**config.mk**
```make
export PLATFORM = sky130hd
export DESIGN_NAME = rau_control
export DESIGN_NICKNAME = d
export VERILOG_FILES = /design/src/rtl/core/rau_pkg.sv /design/src/rtl/core/rau_control.sv
export SDC_FILE = /design/constraint.sdc
export NUM_CORES = 1
export LEC_CHECK = 0
export BUFFER_PORTS_ARGS = -buffer_cell sky130_fd_sc_hd__buf_2
export CAP_MARGIN = 20
export CORE_MARGIN = 2
export CORE_UTILIZATION = 50
export DETAILED_ROUTE_END_ITERATION = 10
export GPL_ROUTABILITY_DRIVEN = 1
export GPL_TIMING_DRIVEN = 0
export MAX_ROUTING_LAYER = met4
export PLACE_DENSITY_LB_ADDON = 0.08
export SLEW_MARGIN = 20
export SYNTH_ARGS = -nofsm -noshare
export SYNTH_HDL_FRONTEND = slang
export SYNTH_SLANG_ARGS = --single-unit
```
**constraint.sdc**
```tcl
create_clock -name clock -period 3.9 [get_ports clock]
set_clock_uncertainty 0.15 [all_clocks]
set_input_delay 0.39 -clock clock [delete_from_list [all_inputs] [get_ports clock]]
set_output_delay 0.39 -clock clock [all_outputs]
set_load 0.03 [all_outputs]
```
**src/rtl/core/rau_pkg.sv**
```systemverilog
`default_nettype none
package rau_pkg;

   localparam int DEFAULT_VALUE_WIDTH = 32;
   localparam int NUM_WIDTH = 32;
   localparam int DEN_WIDTH = 31;

   typedef enum logic [2:0] {
      OP_ADD = 3'd0,
      OP_SUB = 3'd1,
      OP_MUL = 3'd2,
      OP_DIV = 3'd3,
      OP_EQ  = 3'd4,
      OP_LT  = 3'd5
   } op_type;

   typedef enum logic [1:0] {
      ST_OK       = 2'd0,
      ST_ZERO_DEN = 2'd1,
      ST_DIV_ZERO = 2'd2,
      ST_OVERFLOW = 2'd3
   } status_type;

   typedef struct packed {
      logic [2:0]                  op;
      logic signed [NUM_WIDTH-1:0] lhs_num;
      logic signed [NUM_WIDTH-1:0] lhs_den;
      logic signed [NUM_WIDTH-1:0] rhs_num;
      logic signed [NUM_WIDTH-1:0] rhs_den;
   } req_type;

   typedef struct packed {
      logic signed [NUM_WIDTH-1:0] res_num;
      logic [DEN_WIDTH-1:0]        res_den;
      logic                        compare_flag;
      logic [1:0]                  status;
   } rsp_type;

   typedef enum logic [4:0] {
      CMD_NOP,
      CMD_LOAD,
      CMD_SEL_L,
      CMD_SEL_R,
      CMD_ZERO,
      CMD_GCD_INIT,
      CMD_GCD_STEP,
      CMD_GCD_FIN,
      CMD_DIV_INIT_N,
      CMD_DIV_INIT_D,
      CMD_DIV_STEP,
      CMD_DIV_SAVE_N,
      CMD_DIV_SAVE_D,
      CMD_ST_L,
      CMD_ST_R,
      CMD_MUL_P,
      CMD_MUL_Q,
      CMD_MUL_D,
      CMD_MUL_M,
      CMD_MUL_DVN,
      CMD_MUL_DVD,
      CMD_ADD,
      CMD_OUT_RES,
      CMD_OUT_CMP,
      CMD_OUT_ZD,
      CMD_OUT_DZ,
      CMD_OUT_NONE
   } cmd_type;

   typedef struct packed {
      logic       zero_den;
      logic       x_zero;
      logic       gcd_done;
      logic       div_last;
      logic       r_zero;
      logic [2:0] op;
   } dp_stat_type;

endpackage
`default_nettype wire

```
**src/rtl/core/rau_control.sv**
```systemverilog
`default_nettype none
module rau_control (
   input  wire                  clock,
   input  wire                  reset,
   input  wire                  start,
   input  rau_pkg::dp_stat_type stat,
   output rau_pkg::cmd_type     cmd,
   output logic                 busy,
   output logic                 rsp_valid
);
   import rau_pkg::*;

   typedef enum logic [4:0] {
      S_IDLE, S_CHECK, S_SEL, S_GCD_I, S_GCD_S, S_DIVN_I, S_DIVN_S, S_DIVN_SV,
      S_DIVD_I, S_DIVD_S, S_DIVD_SV, S_STORE, S_OPS, S_MUL_P, S_MUL_Q, S_MUL_D,
      S_ADD, S_MUL_M, S_DV_N, S_DV_D, S_OUT_RES, S_OUT_CMP, S_OUT_ZD, S_OUT_DZ,
      S_OUT_NONE
   } state_type;

   typedef enum logic [1:0] {
      PH_LEFT, PH_RIGHT, PH_RESULT
   } phase_type;

   state_type state_ff, state_in;
   phase_type phase_ff, phase_in;
   logic      rsp_valid_ff;

   always_comb begin
      state_in = state_ff;
      phase_in = phase_ff;
      cmd      = CMD_NOP;
      case (state_ff)
         S_IDLE: begin
            cmd = CMD_LOAD;
            if (start) state_in = S_CHECK;
         end
         S_CHECK: begin
            phase_in = PH_LEFT;
            state_in = stat.zero_den ? S_OUT_ZD : S_SEL;
         end
         S_SEL: begin
            cmd      = (phase_ff == PH_LEFT) ? CMD_SEL_L : CMD_SEL_R;
            state_in = S_GCD_I;
         end
         S_GCD_I: begin
            if (stat.x_zero) begin
               cmd      = CMD_ZERO;
               state_in = S_STORE;
            end else begin
               cmd      = CMD_GCD_INIT;
               state_in = S_GCD_S;
            end
         end
         S_GCD_S: begin
            if (stat.gcd_done) begin
               cmd      = CMD_GCD_FIN;
               state_in = S_DIVN_I;
            end else begin
               cmd = CMD_GCD_STEP;
            end
         end
         S_DIVN_I: begin
            cmd      = CMD_DIV_INIT_N;
            state_in = S_DIVN_S;
         end
         S_DIVN_S: begin
            cmd = CMD_DIV_STEP;
            if (stat.div_last) state_in = S_DIVN_SV;
         end
         S_DIVN_SV: begin
            cmd      = CMD_DIV_SAVE_N;
            state_in = S_DIVD_I;
         end
         S_DIVD_I: begin
            cmd      = CMD_DIV_INIT_D;
            state_in = S_DIVD_S;
         end
         S_DIVD_S: begin
            cmd = CMD_DIV_STEP;
            if (stat.div_last) state_in = S_DIVD_SV;
         end
         S_DIVD_SV: begin
            cmd      = CMD_DIV_SAVE_D;
            state_in = S_STORE;
         end
         S_STORE: begin
            case (phase_ff)
               PH_LEFT: begin
                  cmd      = CMD_ST_L;
                  phase_in = PH_RIGHT;
                  state_in = S_SEL;
               end
               PH_RIGHT: begin
                  cmd      = CMD_ST_R;
                  phase_in = PH_RESULT;
                  state_in = S_OPS;
               end
               default: state_in = S_OUT_RES;
            endcase
         end
         S_OPS: begin
            case (stat.op)
               OP_ADD, OP_SUB, OP_LT: state_in = S_MUL_P;
               OP_MUL: state_in = S_MUL_M;
               OP_DIV: state_in = stat.r_zero ? S_OUT_DZ : S_DV_N;
               OP_EQ: state_in = S_OUT_CMP;
               default: state_in = S_OUT_NONE;
            endcase
         end
         S_MUL_P: begin
            cmd      = CMD_MUL_P;
            state_in = S_MUL_Q;
         end
         S_MUL_Q: begin
            cmd      = CMD_MUL_Q;
            state_in = (stat.op == OP_LT) ? S_OUT_CMP : S_MUL_D;
         end
         S_MUL_D: begin
            cmd      = CMD_MUL_D;
            state_in = (stat.op == OP_MUL) ? S_GCD_I : S_ADD;
         end
         S_ADD: begin
            cmd      = CMD_ADD;
            state_in = S_GCD_I;
         end
         S_MUL_M: begin
            cmd      = CMD_MUL_M;
            state_in = S_MUL_D;
         end
         S_DV_N: begin
            cmd      = CMD_MUL_DVN;
            state_in = S_DV_D;
         end
         S_DV_D: begin
            cmd      = CMD_MUL_DVD;
            state_in = S_GCD_I;
         end
         S_OUT_RES: begin
            cmd      = CMD_OUT_RES;
            state_in = S_IDLE;
         end
         S_OUT_CMP: begin
            cmd      = CMD_OUT_CMP;
            state_in = S_IDLE;
         end
         S_OUT_ZD: begin
            cmd      = CMD_OUT_ZD;
            state_in = S_IDLE;
         end
         S_OUT_DZ: begin
            cmd      = CMD_OUT_DZ;
            state_in = S_IDLE;
         end
         S_OUT_NONE: begin
            cmd      = CMD_OUT_NONE;
            state_in = S_IDLE;
         end
         default: state_in = S_IDLE;
      endcase
   end

   always_ff @(posedge clock) begin
      if (reset) begin
         state_ff     <= S_IDLE;
         phase_ff     <= PH_LEFT;
         rsp_valid_ff <= 1'b0;
      end else begin
         state_ff     <= state_in;
         phase_ff     <= phase_in;
         rsp_valid_ff <= (cmd == CMD_OUT_RES) || (cmd == CMD_OUT_CMP) ||
                         (cmd == CMD_OUT_ZD) || (cmd == CMD_OUT_DZ) ||
                         (cmd == CMD_OUT_NONE);
      end
   end

   assign busy      = (state_ff != S_IDLE);
   assign rsp_valid = rsp_valid_ff;

`ifndef ASSERT_OFF
   a_one_strobe: assert property (@(posedge clock) disable iff (reset)
      rsp_valid |=> !rsp_valid)
      else $error("result strobe held longer than one cycle");
   a_accept_busy: assert property (@(posedge clock) disable iff (reset)
      (start && !busy) |=> busy)
      else $error("transfer accepted but unit not busy");
   a_done_strobe: assert property (@(posedge clock) disable iff (reset)
      $fell(busy) |-> rsp_valid)
      else $error("unit went idle without a result");
`endif

endmodule
`default_nettype wire

```
==> results by stage <==
Status:
- The run finished with clean final reports.

Clock tree:
- In this run the clock root is driven by a clkbuf_4.
- The clock drives 8 sinks.
- The clock passes through at most 2 buffers.
- After clock tree synthesis, the setup repair step added 0 buffers.
- The clock reaches the later pin of the worst-skew pair after 0.25 ns.
- The number of levels in the clock H-tree is 1.
- The clock input transition at the sequential cells of the worst setup and hold paths is approximately 0.050 ns.
- Post-CTS repair changed the size of 0 cells.
- TritonCTS built the clock tree.
- The count of hold buffers inserted by post-cts repair is 0.
- In this run, CTS created clock tree buffers numbering 3.

Global route:
- The via count of the first global-routing pass is 1,151.
- The initial antenna violation count came to 0.
- The total routing usage reported by global routing is 27.8%.
- The global-route track usage on met1 is 36.4%.
- In this run the most used layer during global routing was met2.
- In the global route stage, met3 resource usage came out at 5.85%.
- Summed over all layers, the global routing overflow is 0.
- The met2 usage is between 40 and 50%.
- The wire length of the first global-routing pass is 5420 microns.
- The maximum number of pins on one net before global-route repair is 11.

Yosys:
- The share of synthesized area occupied by flip-flops and latches is 14.4%.
- Yosys mapped the design onto a little under 50 distinct sky130hd cell types.
- The number of warnings reported in the yosys synthesis log is 0.
- The number of cells produced by synthesis is 160.
- The dominant register cell in the synthesized netlist is dfxtp_1.
- Counting flops with a built-in enable in the synthesized netlist gives 0.
- Counting every net in the synthesized netlist gives 171.
- The synthesized netlist occupies a cell area of roughly 1100 sq um.
- The proportion of register bits with asynchronous set or reset after synthesis is 0%.
- After synthesis the netlist holds a flip-flop and latch count of 8.
- Dividing the synthesized area by the synthesized cell count gives 6.96 sq um.

Timing:
- The final number of max-transition violations is 0.
- The worst path meets setup with between 1.5 and 2 ns of slack.
- The fmax is 422 MHz.
- Setup repair after global routing left no endpoint under its margin.
- The clock period minus final worst setup slack is 2.37 ns.
- In the finished design, the share of the clock period the worst path needs comes to 60.8%.
- The slew of the pin with the lowest slew margin is roughly 0.58 ns.
- The final setup violation count is 0.
- The worst relative slew slack is 61.3%.
- The summed negative setup slack over all endpoints is 0 ns.
- The count of final hold-check violations was 0.

Hold path:
- The path class of the tightest hold or removal check is in -> reg.

Placed design:
- Detailed placement finished with a half-perimeter wire length of 2400 microns.
- Before CTS, the worst setup slack after placement is 1.83 ns.
- The placed instances occupy a cell area of 1230 sq um.
- The placer congestion estimate is about 0.95.
- During placement, the flow inserted port buffers numbering 16.

Finish:
- In the final layout, the multi-input gates occupy about 830 sq um.
- After filler insertion, the fill cell instance count of the layout stands at a little over 200.
- In the final layout, the share of cells above drive strength 1 is 24.0%.
- In the layout the commonest cells are buf_2, nor2_1, a21oi_1.
- The number of nets in the finished design is 192.
- With fillers left out, the area of the finished cells amounts to 1250 sq um.
- The number of antenna diodes in the final layout is 0.
- The register area is 160 sq um.
- The area added between synthesis and finish is 12.4%.
- The most common library cell in the layout ignoring fill and taps is buf_2.

Pwr:
- Across the VDD grid, the largest voltage drop is 0.000476 V.
- In this run the static leakage power is 0.490 nW.
- Power spread over the standard cell area amounts to 647 nW/um^2.

Routing:
- In this run the remaining antenna-violating nets after routing total 0.
- After detailed routing, the average wire length per cell comes to 15.7 microns.
- In the routed design, unresolved DRC markers number 0.
- The violation count after the first detailed-route iteration is 79.
- The final route contains about 1,300 vias.
- After detailed routing, the total wire length is 3250 microns.
- The vias per cell is 6.33.
- The number of detailed-routing iterations run before antenna repair is 4.

Worst setup path:
- The worst setup path is launched from a register.
- The family with the most delay on the worst path is buffers and inverters.
- The critical path contains buffers and inverters numbering 5 combined.
- The critical path goes through buf_2 > buf_4 > buf_4 > nand4b_1 > inv_1 > nand2_1 > nand4_1 > buf_2.
- The largest stage delay on the critical path is 0.29 ns.
- The data required time at the worst endpoint is 3.36 ns.
- The data arrival time of the critical path is 1.83 ns.
- The worst setup path is captured at an output port.
- The master of the slowest instance on the critical path is dfxtp_1.
- Along the worst path, the maximum fanout reaches 10.
- The worst setup path is of the reg -> out kind.

Floorplanning:
- The die extent in y is 51.2 microns.
- The placement row count is 17.
- The number of primary I/O pins is 18.
- In this run the horizontal extent of the chip is 51.2 microns.
- For this configuration, the core starts out at a cell density of 51.8%.
- The die covers 2620 sq um.
- The core area is ~2100 sq um.

Job:
- Max-cap violations in this run came to 0.
## cells in the mapped netlist, drive strengths merged, types with 5 or more instances
| library cell | instances | share of area [%] |
|---|---|---|
| dfxtp | 8 | 14 |
| nor2 | 16 | 5.4 |
| nor2b | 9 | 5.3 |
| a21oi | 16 | 7.5 |
| buf | 14 | 9.1 |
| nand4 | 5 | 2.8 |
| nand3 | 8 | 3.6 |
| nand2 | 11 | 3.7 |
| o21ai | 11 | 4.9 |
| nor3 | 8 | 4.5 |
## where the power goes
part           total [mW]  leakage [nW]  internal [mW]  switching [mW]
registers           0.118        0.0650         0.0981          0.0198
clock network      0.0607        0.0138         0.0350          0.0256
logic               0.631         0.411          0.235           0.397
## per-stage QoR
stage               hold WS (ns)  cells  total power, mW  utilization [%]
global placement           0.401    204            0.739             57.2
global route               0.320    207            0.868             58.2
floorplan                  0.352    160            0.600                -
detailed placement         0.396    204            0.738             57.2
finish                     0.321    207            0.810             58.2
CTS                        0.320    207            0.803             58.2
## final timing paths
check / startpoint / end / slack (ns) / cells after the start
worst max-delay path: state_ff[1] / cmd[0] / 1.53 / 8
worst min-delay path: stat[7] / state_ff[4] / 0.32 / 3
worst max register to register: state_ff[2] / state_ff[1] / 2.16 / 5
worst min register to register: phase_ff[0] / phase_ff[0] / 0.41 / 2
## worst register-to-register path: stages, from the launching register on
cell and delay [ns]:
dfxtp_1 0.38, nor2_1 0.50, o21ai_0 0.23, o31ai_2 0.12
nor3_1 0.08, a22oi_1 0.20
## state kept, by name, indices dropped and copies added (netlist names)
register,count
rsp_valid,1
state_ff,5
phase_ff,2
## final cells by class
type | count | share of cell area, %
inverter | 4 | 1.20
multi-input combinational | 133 | 66.6
buffer | 15 | 8.40
timing repair buffer | 16 | 6.40
clock buffer | 3 | 1.80
tap | 28 | 2.80
sequential | 8 | 12.8
## kinds of logic after synthesis
group / synth area share (%)
and+or+nand+nor: 39.6
AOI/OAI and AO/OA: 31.7
buffers and inverters: 10.8
DFF: 14.4
muxes: 2.81
xor gates and xnor gates: 0.787
## routing by layer
layer	vias up	share of wire, %
met4	0	0.77
met2	60	47
li1	635	-
met1	611	44
met5	-	0
met3	5	7.4
(Power assumes the default switching activity.)
